===== src/design/bfaq_pkg.sv =====
`default_nettype none
package bfaq_pkg;
  localparam int unsigned BIT_STORE_SIZE_DEF = 16384;
  localparam logic [63:0] FNV_MUL   = 64'h0000_0100_0000_01b3;
  localparam logic [63:0] FNV_START = 64'hcbf2_9ce4_8422_2325;
  localparam logic [63:0] DJB_START = 64'd5381;
  localparam int unsigned DJB_SHIFT = 5;
  localparam int unsigned CFG_W = 15;

  localparam logic [1:0] REG_BIT_COUNT  = 2'd0;
  localparam logic [1:0] REG_HASH_COUNT = 2'd1;
  localparam logic [1:0] REG_HASH_ORDER = 2'd2;

  typedef struct packed {
    logic        start;
    logic [63:0] dividend;
    logic [CFG_W-1:0] divisor;
  } div_req_t;
endpackage
`default_nettype wire


===== src/design/bfaq_mod.sv =====
`default_nettype none
// Restoring remainder, one quotient bit per cycle, over the 64-bit dividend.
module bfaq_mod (
  input  wire logic                        clk,
  input  wire logic                        rst,
  input  wire bfaq_pkg::div_req_t          req,
  output logic                             done,
  output logic [bfaq_pkg::CFG_W-1:0]       rem
);
  logic [63:0] dvd;
  logic [bfaq_pkg::CFG_W:0] r;
  logic [bfaq_pkg::CFG_W-1:0] dvs;
  logic [6:0] cnt;
  logic busy;
  logic [bfaq_pkg::CFG_W+1:0] trial;

  always_comb begin
    trial = {r, dvd[63]} - {2'b00, dvs};
  end

  always_ff @(posedge clk) begin
    done <= 1'b0;
    if (rst) begin
      busy <= 1'b0;
      cnt <= '0;
    end else if (req.start) begin
      busy <= 1'b1;
      dvd <= req.dividend;
      dvs <= req.divisor;
      r <= '0;
      cnt <= 7'd64;
    end else if (busy) begin
      dvd <= {dvd[62:0], 1'b0};
      if (!trial[bfaq_pkg::CFG_W+1]) r <= trial[bfaq_pkg::CFG_W:0];
      else r <= {r[bfaq_pkg::CFG_W-1:0], dvd[63]};
      cnt <= cnt - 7'd1;
      if (cnt == 7'd1) begin
        busy <= 1'b0;
        done <= 1'b1;
      end
    end
  end

  assign rem = r[bfaq_pkg::CFG_W-1:0];
endmodule
`default_nettype wire


===== config.mk =====
export PLATFORM = sky130hd
export DESIGN_NAME = bfaq_mod
export DESIGN_NICKNAME = d
export VERILOG_FILES = /design/src/design/bfaq_pkg.sv /design/src/design/bfaq_mod.sv
export SDC_FILE = /design/constraint.sdc
export NUM_CORES = 1
export LEC_CHECK = 0
export BUFFER_PORTS_ARGS = -buffer_cell sky130_fd_sc_hd__buf_2
export CAP_MARGIN = 10
export CORE_MARGIN = 5
export CORE_UTILIZATION = 50
export CTS_CLUSTER_DIAMETER = 40
export DETAILED_ROUTE_END_ITERATION = 12
export PLACE_DENSITY_LB_ADDON = 0.05
export SYNTH_ARGS = -nofsm -noshare
export SYNTH_HDL_FRONTEND = slang
export SYNTH_SLANG_ARGS = --single-unit
export TNS_END_PERCENT = 5

===== constraint.sdc =====
create_clock -name clk -period 4.9 [get_ports clk]
set_clock_uncertainty 0.05 [all_clocks]
set_input_delay 0.98 -clock clk [delete_from_list [all_inputs] [get_ports clk]]
set_output_delay 0.98 -clock clk [all_outputs]
set_load 0.005 [all_outputs]

Word level (Yosys, flattened, before mapping)
Index checks and enable logic that the tools add are counted.
Widths: inputs -> output; s select.
{ "totals": {"reg_bits": 104, "in_bits": 82, "out_inout_bits": 16, "elab_cells": 27} }
{ "op_classes": {"add_sub_neg": 2, "n_eq_ne": 1, "mux": 10, "bitwise": 2, "n_reduce_logical": 5} }
{ "op_table": {"columns": ["op", "n"], "rows": [
  ["$mux 64", 2],
  ["$mux 16", 2],
  ["$sub 17x15->17", 1],
  ["$mux 7", 2],
  ["$eq 7x1->1 const B", 1],
  ["$sub 7x1->7 const B", 1],
  ["$mux 1", 4],
  ["$reduce_and 2->1", 2],
  ["$reduce_or 3->1", 1],
  ["$not 1->1", 2],
  ["$reduce_bool 2->1", 1],
  ["$reduce_or 2->1", 1]
]} }

Depth between registers and ports, before layout
Gate-level depths: netlist of run 1.
{ "depth": {"word_depth": 4, "mapped_depth": 11, "mapped_depth_nobuf": 10} }

Worst setup path after synthesis of run 1
No wires, ideal clock.
{ "synth_timing": {"kind": "input -> register", "start": "in req[79] (netlist name)", "end": "reg dvd[0], enable pin", "setup_time_ns": 0.520, "arrival_ns": 4.665, "t_required_ns": 4.330, "slack_ns": -0.334, "cell_stages": 3, "path_buffers": 1, "path_cell_list": "clkbuf_1 > nor2_1 > nor2_1"} }
{ "synth_between": {"elab_chain_len": 2} }
{ "synth_rtl": {"columns": ["element", "line", "rtl"], "rows": [
  ["start, declared", "bfaq_mod.sv:6", "input wire bfaq_pkg::div_req_t req,"],
  ["$reduce_bool 2->1 (no line)", null, null],
  ["$reduce_and 2->1 (no line)", null, null],
  ["end signal, assigned", "bfaq_mod.sv:28", "dvd <= req.dividend;"],
  ["end signal, assigned", "bfaq_mod.sv:33", "dvd <= {dvd[62:0], 1'b0};"],
  ["end, declared", "bfaq_mod.sv:10", "logic [63:0] dvd;"]
]} }
No other way between the ends.
A chain may end at the register's enable or synchronous reset.

Worst setup path in the final report of run 1
{ "layout_timing": {"start": "reg dvd[63]", "end": "reg r[1] (netlist name), data pin"} }
{ "layout_between": {"elab_chain_len": 3} }
{ "layout_rtl": {"columns": ["element", "line", "rtl"], "rows": [
  ["$sub 17x15->17", "bfaq_mod.sv:18", "trial = {r, dvd[63]} - {2'b00, dvs};"],
  ["$mux 16", "bfaq_mod.sv:34", "if (!trial[bfaq_pkg::CFG_W+1]) r <= trial[bfaq_pkg::CFG_W:0];"],
  ["$mux 16", "bfaq_mod.sv:32", "end else if (busy) begin"],
  ["end signal, assigned", "bfaq_mod.sv:34", null],
  ["end signal, assigned", "bfaq_mod.sv:35", "else r <= {r[bfaq_pkg::CFG_W-1:0], dvd[63]};"],
  ["end, declared", "bfaq_mod.sv:11", "logic [bfaq_pkg::CFG_W:0] r;"]
]} }
No other way between the ends. The select of a mux whose other input is x is not followed.

==> summary.md, run 1 <==
| Metric | Value |
|---|---|
| Status | `finished, final reports clean` |
| Port buffer count | `97` |
| Deepest clock path buffer count | `2` |
| Cell taking the most area after synthesis | `sky130_fd_sc_hd__edfxtp_1` |
| Sinks on the clock net | `roughly 100` |
| Total overflow reported by the global router | `0` |
| Mean instance size in the synthesized netlist | `13.4 µm²` |
| Cell leakage power | `2.35 nW` |
| Avg WL per Cell | `14.9 µm` |
| IO Pins | `98` |
| Ys flop type | `sky130_fd_sc_hd__edfxtp_1` |
| Number of core rows | `37` |
| Reported max-cap violation count | `0` |
| Crit-path slowest cell | `sky130_fd_sc_hd__fa_1` |
| Fraction of registers with async set/reset | `0` |
| Path length in cells of the critical path | `11` |
| Reg power frac | `0.531` |
| Area fraction of the dominant cell type after synthesis | `0.554` |
| Worst Path Arrival | `~3.2 ns` |
| Post-DP Area | `about 0.0057 mm²` |
| First-pass GRT wire length | `15.5 mm` |
| Number of distinct library cells after synthesis | `40` |
| Register-to-register path setup slack | `1.84 ns` |
| Worst R2R Start | `dvd[63]` |
| Peak fanout along the critical path | `16` |
| Area contributors post-synth | `sky130_fd_sc_hd__edfxtp_1 55%, sky130_fd_sc_hd__mux2_2 14%, sky130_fd_sc_hd__ha_1 4.1%` |
| Startpoint type of the worst setup path | `flip-flop` |
| Die Footprint | `0.0124 mm²` |
| Cell count after synthesis | `approximately 390` |
| Sequence of cells on the critical path | `inv_1 > ha_1 > fa_1 > nand2b_1 > a21oi_1 > o311a_1 > nand2_1 > a211oi_4 > buf_4 > mux2_2 > nor2_1` |
| Stage delay of the slowest cell on the critical path | `0.39 ns` |
| Endpoint class of the critical path | `flip-flop` |
| Syn Std Cell Area | `0.00515 mm²` |
| Share of synthesized area occupied by flip-flops and latches | `0.588` |
| Global placer's final weighted congestion | `around 0.84` |
| CTS tree | `done` |
| Syn_nets | `486` |
| Combinational share of power | `0.183` |
| Unrepaired setup endpoints after global routing | `false` |
| Fraction of the mapped netlist area in adder cells | `0.0452` |
| Post-CTS setup buffers | `0` |
| Leading cell type by number of instances after synthesis | `sky130_fd_sc_hd__edfxtp_1` |
| Min-Delay Path Class | `flip-flop to flip-flop` |
| Capturing instance or port of the critical path | `r[1]` |
| Core area | `0.0102 mm²` |
| Portion of netlist area occupied by mux cells | `0.160` |
| Gr usage total | `0.154` |
| Worst Setup Path Type | `flip-flop to flip-flop` |
| Fraction of power consumed by the clock network | `0.286` |
| Dominant combinational cell family by area after synthesis | `multiplexers` |
| H-tree lvl count | `3` |
| Synth Area in Simple Gates | `0.0726` |
| Number of max-slew violations in the final report | `0` |
| Worst Reg-to-Reg Cells | `11` |
| Largest net degree at the start of global routing | `76` |
| Sum of net half-perimeters after detailed placement | `6.26 mm` |
| Switching part of the total | `0.249` |
| Total length of routed wires | `~9.1 mm` |
| CTS root buffer | `sky130_fd_sc_hd__clkbuf_8` |
| # hold bufs at CTS | `0` |
| Ratio of total power to cell area | `344 mW/mm²` |
| Initial Utilization | `0.506` |
| Area fraction in compound gates after synthesis | `0.0622` |
| Slew at the pin closest to its max-slew limit | `between 0.9 and 1 ns` |
| Number of enable-type register cells in the synthesized netlist | `95` |
| Number of vias per cell | `5.07` |
| Antenna violations before repair | `0` |
| Post-detailed-route DRC marker count | `0` |
| CTS clock-pin slew for the worst setup and hold paths | `0.10 ns` |
| Relative max-transition margin | `0.375` |
| Antenna Cells | `0` |
| Count of final hold-check violations | `0` |
| Vert. Die Dim | `112 µm` |
| Gate family responsible for the most delay along the worst path | `compound AO/OA/AOI/OAI gates` |
| Number of warnings printed during yosys synthesis | `0` |
| Fraction of layout cells with a size suffix above 1 | `0.391` |
| Total buffers and inverters traversed by the critical path | `2` |
| Min Clock Period, post-route | `3.06 ns` |
| Via count | `3086` |
| First element of the critical path | `dvd[63]` |
| Vias in the first global route | `approximately 3300` |
| PostCTS Resize Cnt | `0` |
| Net switching power | `0.507 mW` |
| Req. time, crit path | `5.07 ns` |
| Final Net Count | `569` |
| Total of endpoints with negative setup slack in the final report | `0` |
| Synth Area in XOR/XNOR | `0.0238` |
| Number of buffers created by CTS | `9` |
| Clock latency on the worst-skew pair | `0.36 ns` |
| Iter 0 DRT Violations | `a little under 80` |
| Layout Cell Area excl Fill | `0.00590 mm²` |
| Pre-CTS WS | `~1.8 ns` |
| Die width | `112 µm` |
| Endpoint of the lowest-slack register-to-register path | `r[1]` |
| Sum Neg Setup Slack | `0 ns` |
| Share of the clock period used by the worst path after layout | `0.625` |
| Setup slack after layout | `approximately 1.8 ns` |
| Fmax | `326 MHz` |
| Area Overhead vs Synth | `14.5%` |
| Drt first pass iters | `4` |
| Yosys reg bits | `104` |
| Commonest cells post-synth | `95 x sky130_fd_sc_hd__edfxtp_1, 65 x sky130_fd_sc_hd__mux2_2, 31 x sky130_fd_sc_hd__nor2_1` |
| Number of nets with antenna violations after detailed routing | `0` |
| Maximum VDD drop | `0.254 mV` |
| Int Power | `1.53 mW` |
## metrics by stage
stage	std cells	hold WS (ns)	util	power (mW)
after global routing	609	0.514	0.579	2.15
after floorplan	386	0.419	-	1.39
after detailed placement	594	0.457	0.558	1.48
final	609	0.477	0.579	2.03
after CTS	609	0.483	0.579	2.06
after global placement	594	0.430	0.558	1.47
## power groups by stage
stage | registers, mW | logic, mW | clock network (mW)
after global placement | 1.10 | 0.372 | 0
after floorplan | 1.09 | 0.297 | 0
after detailed placement | 1.10 | 0.376 | 0
after CTS | 1.08 | 0.379 | 0.604
after global routing | 1.09 | 0.423 | 0.638
final | 1.08 | 0.373 | 0.581
## tightest hold or removal path, delay by kind of cell, from the launching register on
family,cells,cell delay [ns]
AO/OA/AOI/OAI,1,0.05
AND/OR/NAND/NOR,1,0.10
flip-flops,1,0.34
## layer usage
layer  routed length [µm]  GRT usage  up-vias
met2                 4490      0.257       61
met1                 3920      0.184     1456
met3                  589     0.0636        6
li1                     -          -     1563
met5                    0          0        -
met4                   86     0.0414        0
## layout make-up
type,instances,area [µm²]
Multi-Input combinational cell,233,1880
Sequential cell,104,3030
Inverter,21,78.8
Tap cell,136,170
Clock buffer,9,124
Clock inverter,6,90.1
Timing Repair Buffer,100,523
Fill cell,880,4280
## sequential cells by signal, indices dropped and copies added, names as in the netlist
signal / cells
dvd: 64
r: 16
dvs: 15
cnt: 7
busy: 1
done: 1
## cells by family (layout without fill, tap and decap cells)
family          Yosys count  after routing
flops                   104            104
simple gates             77             77
mux                      74             74
compound gates           50             50
buf+inv                  49            136
fa+ha+maj                18             18
xor+xnor                 14             14
## cell usage in the layout, fill, tap and decap left out, types with 2 or more instances in the layout
master,count
sky130_fd_sc_hd__buf_2,96
sky130_fd_sc_hd__edfxtp_1,95
sky130_fd_sc_hd__mux2_2,65
sky130_fd_sc_hd__nor2_1,29
sky130_fd_sc_hd__inv_1,21
sky130_fd_sc_hd__a21oi_1,20
sky130_fd_sc_hd__ha_1,17
sky130_fd_sc_hd__nand2_1,13
sky130_fd_sc_hd__o21ai_0,11
sky130_fd_sc_hd__xnor2_1,11
sky130_fd_sc_hd__dfxtp_1,9
sky130_fd_sc_hd__clkbuf_8,9
sky130_fd_sc_hd__mux2i_1,8
sky130_fd_sc_hd__nand2b_1,7
sky130_fd_sc_hd__nand3_1,6
sky130_fd_sc_hd__and3_1,5
sky130_fd_sc_hd__a21o_1,3
sky130_fd_sc_hd__o2111ai_1,3
sky130_fd_sc_hd__xor2_1,3
sky130_fd_sc_hd__inv_6,3
sky130_fd_sc_hd__buf_4,3
sky130_fd_sc_hd__o211ai_1,2
sky130_fd_sc_hd__a211oi_1,2
sky130_fd_sc_hd__nor3_1,2
sky130_fd_sc_hd__or3_1,2
sky130_fd_sc_hd__nor4b_1,2
sky130_fd_sc_hd__nor2b_1,2
sky130_fd_sc_hd__and2_1,2
sky130_fd_sc_hd__o21a_1,2
sky130_fd_sc_hd__a21boi_0,2
sky130_fd_sc_hd__bufinv_16,2
## worst min path at each step
stage                start      to  slack (ns)  depth (start not counted)
floorplan           cnt[1]  cnt[1]        0.42                          2
global placement    cnt[1]  cnt[1]        0.43                          2
detailed placement  cnt[4]  cnt[4]        0.46                          2
CTS                 cnt[1]  cnt[1]        0.48                          2
global route        cnt[5]  cnt[5]        0.51                          2
finish              cnt[1]  cnt[1]        0.48                          2
Note: power is estimated with default switching activity, not from simulation.
==> run 2: changes to the inputs <==
Clock period 4.9 ns to 2.8 ns, I/O delays scaled along.
==> summary.md, run 2 (synthesized netlist as in run 1, its figures left out) <==
| Metric | Value |
|---|---|
| Placed Cells | `603 (was 594)` |
| Deepest clock path buffer count | `2 (unchanged)` |
| Clock latency on the worst-skew pair | `0.37 ns (was 0.36 ns)` |
| Sequence of cells on the critical path | `inv_1 > ha_2 > fa_2 > nand2b_4 > a21oi_4 > o311a_4 > buf_6 > and4_4 > a211oi_4 > o2111ai_1 > mux2_1 (was inv_1 > ha_1 > fa_1 > nand2b_1 > a21oi_1 > o311a_1 > nand2_1 > a211oi_4 > buf_4 > mux2_2 > nor2_1)` |
| Commonest non-fill, non-tap cells in the layout | `96 x sky130_fd_sc_hd__buf_2, 95 x sky130_fd_sc_hd__edfxtp_1, 64 x sky130_fd_sc_hd__mux2_2 (was 96 x sky130_fd_sc_hd__buf_2, 95 x sky130_fd_sc_hd__edfxtp_1, 65 x sky130_fd_sc_hd__mux2_2)` |
| IO Pins | `98 (unchanged)` |
| Iter 0 DRT Violations | `106 (was 78)` |
| Finished Core Util | `0.593 (was 0.579)` |
| Register ranked first by flip-flop count | `dvd (unchanged)` |
| CTS tree | `done (unchanged)` |
| Gr usage total | `0.159 (was 0.154)` |
| Cell leakage power | `2.42 nW (was 2.35 nW)` |
| Min-Delay Path Class | `input pin to flip-flop (was flip-flop to flip-flop)` |
| Total of endpoints with negative setup slack in the final report | `1 (was 0)` |
| Post-DP Area | `0.00577 mm² (was 0.00569 mm²)` |
| Endpoint class of the critical path | `flip-flop (unchanged)` |
| Number of core rows | `37 (unchanged)` |
| Number of buffers created by CTS | `9 (unchanged)` |
| Core area | `0.0102 mm² (unchanged)` |
| Die width | `112 µm (unchanged)` |
| Min Clock Period, post-route | `2.80 ns (was 3.06 ns)` |
| Worst Path Arrival | `2.89 ns (was 3.23 ns)` |
| Die Footprint | `0.0124 mm² (unchanged)` |
| Reported max-cap violation count | `0 (unchanged)` |
| Unrepaired setup endpoints after global routing | `true (was false)` |
| Vert. Die Dim | `112 µm (unchanged)` |
| Crit-path slowest cell | `sky130_fd_sc_hd__edfxtp_1 (was sky130_fd_sc_hd__fa_1)` |
| Maximum VDD drop | `0.355 mV (was 0.254 mV)` |
| Number of max-slew violations in the final report | `0 (unchanged)` |
| Count of final hold-check violations | `0 (unchanged)` |
| Status | `complete, but fails checks (was finished, final reports clean)` |
| Final worst hold slack | `0.301 ns (was 0.477 ns)` |
| Antenna violations before repair | `1 (was 0)` |
| Pre-CTS WS | `-0.0235 ns (was 1.79 ns)` |
| Peak fanout along the critical path | `4 (was 16)` |
| Share of the clock period used by the worst path after layout | `1.00 (was 0.625)` |
| Violations in the final reports | `negative setup slack` |
| Fraction of layout cells with a size suffix above 1 | `0.418 (was 0.391)` |
| Cell Count, Final, Fillers Out | `624 (was 609)` |
| Avg WL per Cell | `15.4 µm (was 14.9 µm)` |
| Antenna Cells | `0 (unchanged)` |
| Relative max-transition margin | `0.641 (was 0.375)` |
| Sequential standard cell area | `0.00303 mm² (unchanged)` |
| Sinks on the clock net | `104 (unchanged)` |
| Sum of net half-perimeters after detailed placement | `6.65 mm (was 6.26 mm)` |
| Area Overhead vs Synth | `17.2% (was 14.5%)` |
| Ratio of total power to cell area | `587 mW/mm² (was 344 mW/mm²)` |
| Global placer's final weighted congestion | `0.859 (was 0.843)` |
| First-pass GRT wire length | `15.6 mm (was 15.5 mm)` |
| Number of nets with antenna violations after detailed routing | `0 (unchanged)` |
| Via count | `3189 (was 3086)` |
| Vias in the first global route | `3255 (was 3268)` |
| Fillcell total | `875 (was 880)` |
| Setup slack after layout | `-0.00200 ns (was 1.84 ns)` |
| Sum Neg Setup Slack | `-0.00200 ns (was 0 ns)` |
| H-tree lvl count | `3 (unchanged)` |
| CTS clock-pin slew for the worst setup and hold paths | `0.10 ns (about the same)` |
| # hold bufs at CTS | `0 (unchanged)` |
| Stage delay of the slowest cell on the critical path | `0.39 ns (about the same)` |
| Total area of multi-input combinational cells | `0.00192 mm² (was 0.00188 mm²)` |
| Fmax | `357 MHz (was 326 MHz)` |
| CTS root buffer | `sky130_fd_sc_hd__clkbuf_8 (unchanged)` |
| Largest net degree at the start of global routing | `70 (was 76)` |
| Register-to-register path setup slack | `-0.002 ns (was 1.84 ns)` |
| Total overflow reported by the global router | `0 (unchanged)` |
| Worst Setup Path Type | `flip-flop to flip-flop (unchanged)` |
| Startpoint type of the worst setup path | `flip-flop (unchanged)` |
| Most common cell after layout, fill and taps aside | `sky130_fd_sc_hd__buf_2 (unchanged)` |
| Slew at the pin closest to its max-slew limit | `0.531 ns (was 0.938 ns)` |
| Flip-flop count of the largest register, all copies and words added | `64 (unchanged)` |
| Largest registers | `dvd x64, r x16, dvs x15 (unchanged)` |
| Layout Cell Area excl Fill | `0.00604 mm² (was 0.00590 mm²)` |
| Drt first pass iters | `4 (unchanged)` |
| Initial Utilization | `0.506 (unchanged)` |
| Final Net Count | `583 (was 569)` |
| Post-detailed-route DRC marker count | `0 (unchanged)` |
| Total length of routed wires | `9.64 mm (was 9.09 mm)` |
| Number of vias per cell | `5.11 (was 5.07)` |
| Post-layout total power | `3.55 mW (was 2.03 mW)` |
| Port buffer count | `97 (unchanged)` |
| Req. time, crit path | `2.89 ns (was 5.07 ns)` |
## run 2: path summary, 6_finish.rpt
kind / from / endpoint / cells after the start
max reg2reg: dvd[63] / r[15] / 11
min reg2reg: cnt[1] / cnt[1] / 2
min: req[11] / dvs[11] / 1
max: dvd[63] / r[15] / 11
## run 2: worst max-delay path, delay by kind of cell, from the launching register on
kind                       cells  cell delay (ns)
AOI/OAI and AO/OA              4             0.88
adders and majority gates      2             0.42
DFF                            1             0.39
muxes                          1             0.32
and+or+nand+nor                2             0.31
buffers and inverters          2             0.19
## run 2: what timing repair did
action / 4_1_cts / 5_1_grt
cloned: 1 / 0
buffers inserted: 0 / 4
setup endpoints to repair: 7 / 16
pin swaps: 3 / 8
gates resized for setup: 5 / 8
## run 2: final cells by class
type | instances | share of cell area
flip-flops and latches | 104 | 0.502
multi-input cells | 233 | 0.318
repair buffers | 114 | 0.108
well taps | 136 | 0.0282
clock buffers | 9 | 0.0205
inverters | 21 | 0.0130
clock inverters | 7 | 0.0101
## run 2: power by group
part / total [mW] / switching [mW] / internal [mW]
sequential: 1.89 / 0.0492 / 1.84
clock: 0.924 / 0.517 / 0.407
combinational: 0.734 / 0.357 / 0.377
## run 2: layer usage
layer  GRT usage  part of all wire
met5           0            0.0021
met1       0.193              0.42
met4      0.0738             0.020
met2       0.256              0.49
met3      0.0543             0.062
==> run 3: changes to the inputs <==
Settings changed: BUFFER_PORTS_ARGS -buffer_cell sky130_fd_sc_hd__buf_2 to default, CORE_UTILIZATION 50 to 57, DONT_BUFFER_PORTS from default to 1.
==> summary.md, run 3 (synthesized netlist as in run 1, its figures left out) <==
| Metric | Value |
|---|---|
| Startpoint type of the worst setup path | `flip-flop (unchanged)` |
| Finished Core Util | `0.626 (was 0.593)` |
| Antenna Cells | `0 (unchanged)` |
| Slew at the pin closest to its max-slew limit | `0.789 ns (was 0.531 ns)` |
| Gr usage total | `0.163 (was 0.159)` |
| Global placer's final weighted congestion | `0.839 (was 0.859)` |
| CTS clock-pin slew for the worst setup and hold paths | `0.11 ns (was 0.10 ns)` |
| Start point of the worst hold path | `rst (was req[11])` |
| # hold bufs at CTS | `0 (unchanged)` |
| Area Overhead vs Synth | `6.48% (was 17.2%)` |
| Via count | `2851 (was 3189)` |
| Fillcell total | `661 (was 875)` |
| Drt first pass iters | `6 (was 4)` |
| Share of the clock period used by the worst path after layout | `0.996 (was 1.00)` |
| Largest net degree at the start of global routing | `85 (was 70)` |
| Peak fanout along the critical path | `5 (was 4)` |
| Fraction of layout cells with a size suffix above 1 | `0.281 (was 0.418)` |
| Min Clock Period, post-route | `2.79 ns (was 2.80 ns)` |
| Cell leakage power | `2.01 nW (was 2.42 nW)` |
| Reported max-cap violation count | `0 (unchanged)` |
| Status | `finished, final reports clean (was complete, but fails checks)` |
| Total length of routed wires | `8.93 mm (was 9.64 mm)` |
| First-pass GRT wire length | `14.3 mm (was 15.6 mm)` |
| Vert. Die Dim | `105 µm (was 112 µm)` |
| Post-detailed-route DRC marker count | `0 (unchanged)` |
| Relative max-transition margin | `0.474 (was 0.641)` |
| Fmax | `358 MHz (was 357 MHz)` |
| Ratio of total power to cell area | `625 mW/mm² (was 587 mW/mm²)` |
| CTS tree | `done (unchanged)` |
| Commonest non-fill, non-tap cells in the layout | `95 x sky130_fd_sc_hd__edfxtp_1, 64 x sky130_fd_sc_hd__mux2_2, 30 x sky130_fd_sc_hd__nor2_1 (was 96 x sky130_fd_sc_hd__buf_2, 95 x sky130_fd_sc_hd__edfxtp_1, 64 x sky130_fd_sc_hd__mux2_2)` |
| Placed Cells | `478 (was 603)` |
| Number of buffers created by CTS | `9 (unchanged)` |
| Worst Setup Path Type | `flip-flop to flip-flop (unchanged)` |
| Register-to-register path setup slack | `0.01 ns (was -0.002 ns)` |
| Number of nets with antenna violations after detailed routing | `0 (unchanged)` |
| Sequence of cells on the critical path | `ha_1 > a21o_1 > o311a_1 > buf_4 > and4_4 > a211oi_4 > o2111ai_2 > mux2_4 (was inv_1 > ha_2 > fa_2 > nand2b_4 > a21oi_4 > o311a_4 > buf_6 > and4_4 > a211oi_4 > o2111ai_1 > mux2_1)` |
| Iter 0 DRT Violations | `124 (was 106)` |
| Deepest clock path buffer count | `2 (unchanged)` |
| Min-Delay Path Class | `input pin to flip-flop (unchanged)` |
| Stage delay of the slowest cell on the critical path | `0.44 ns (was 0.39 ns)` |
| Cell Count, Final, Fillers Out | `496 (was 624)` |
| Core area | `0.00876 mm² (was 0.0102 mm²)` |
| Clock latency on the worst-skew pair | `0.36 ns (was 0.37 ns)` |
| Crit-path slowest cell | `sky130_fd_sc_hd__edfxtp_1 (unchanged)` |
| IO Pins | `98 (unchanged)` |
| Total of endpoints with negative setup slack in the final report | `0 (was 1)` |
| Unrepaired setup endpoints after global routing | `true (unchanged)` |
| Register ranked first by flip-flop count | `dvd (unchanged)` |
| Final Net Count | `483 (was 583)` |
| Req. time, crit path | `2.86 ns (was 2.89 ns)` |
| Total overflow reported by the global router | `0 (unchanged)` |
| Worst R2R Start | `r[4] (was dvd[63])` |
| Most common cell after layout, fill and taps aside | `sky130_fd_sc_hd__edfxtp_1 (was sky130_fd_sc_hd__buf_2)` |
| CTS root buffer | `sky130_fd_sc_hd__clkbuf_8 (unchanged)` |
| Sinks on the clock net | `104 (unchanged)` |
| Worst Path Arrival | `2.85 ns (was 2.89 ns)` |
| Sum Neg Setup Slack | `0 ns (was -0.00200 ns)` |
| Endpoint class of the critical path | `flip-flop (unchanged)` |
| Initial Utilization | `0.588 (was 0.506)` |
| Maximum VDD drop | `0.425 mV (was 0.355 mV)` |
| Flip-flop count of the largest register, all copies and words added | `64 (unchanged)` |
| Port buffer count | `0 (was 97)` |
| Largest registers | `dvd x64, r x16, dvs x15 (unchanged)` |
| Destination of the worst hold path | `cnt[6] (was dvs[11])` |
| Number of vias per cell | `5.75 (was 5.11)` |
| Number of core rows | `34 (was 37)` |
| Antenna violations before repair | `2 (was 1)` |
| Vias in the first global route | `2793 (was 3255)` |
| Die Footprint | `0.0110 mm² (was 0.0124 mm²)` |
| Cell depth of the worst hold path | `1 (unchanged)` |
| Avg WL per Cell | `18.0 µm (was 15.4 µm)` |
| Endpoint of the lowest-slack register-to-register path | `r[15] (unchanged)` |
| Worst Reg-to-Reg Cells | `8 (was 11)` |
| Number of max-slew violations in the final report | `0 (unchanged)` |
| H-tree lvl count | `3 (unchanged)` |
| Die width | `105 µm (was 112 µm)` |
| Count of final hold-check violations | `0 (unchanged)` |
| Sum of net half-perimeters after detailed placement | `6.22 mm (was 6.65 mm)` |
-- run 3: how the worst max path moves through the flow --
| stage | startpoint | slack, ns | depth (start not counted) | endpoint |
|---|---|---|---|---|
| 2_1_floorplan | dvd[63] | 0.17 | 10 | r[15] |
| 3_5_place_dp | dvd[63] | -0.04 | 11 | r[1] |
| 3_3_place_gp | dvd[63] | 0.05 | 11 | r[1] |
| 5_1_grt | dvd[63] | -0.10 | 11 | r[15] |
| 4_1_cts | dvd[63] | 0.005 | 10 | r[15] |
| 6_report | r[4] | 0.01 | 8 | r[15] |
-- run 3: repair_timing --
action,in CTS,in global routing
endpoints found under the setup margin,5,15
hold endpoints to repair,0,0
buffers inserted,2,0
pin swaps,3,4
gates resized for setup,2,13
-- run 3: final cells by class --
class,count,area [µm²],area share
multi-input combinational,233,1930,0.352
timing repair buffer,14,116,0.0212
sequential,104,3030,0.553
clock buffer,9,124,0.0226
clock inverter,7,68.8,0.0125
inverter,21,78.8,0.0144
tap,108,135,0.0246
-- run 3: per-layer routing --
metal	vias up	wire (µm)	global-route usage
met1	1372	3660	0.203
li1	1396	-	-
met3	11	767	0.0801
met2	68	4400	0.259
met4	4	82	0.0356
met5	-	25	0
-- run 3: where the power goes --
part | leakage (nW) | internal [mW] | switching (mW)
registers | 0.981 | 1.84 | 0.0552
logic | 0.933 | 0.318 | 0.304
clock network | 0.0989 | 0.351 | 0.563
-- run 3: metrics by stage --
stage / area [µm²] / total power [mW] / worst slack [ns] / hold WS (ns)
floorplan: 5160 / 2.43 / 0.165 / 0.419
global placement: 5220 / 2.50 / 0.0503 / 0.430
detailed placement: 5220 / 2.51 / -0.0425 / 0.447
CTS: 5430 / 3.45 / 0.00484 / 0.181
global route: 5490 / 3.62 / -0.101 / 0.174
finish: 5490 / 3.43 / 0.0101 / 0.200
-- run 3: critical path: cells and delay by family (launching register included) --
family                     cells  cell delay [ns]
adders and majority gates      1             0.39
buffers and inverters          1             0.15
DFF                            1             0.44
and+or+nand+nor                1             0.18
muxes                          1             0.32
AOI/OAI and AO/OA              4             1.04
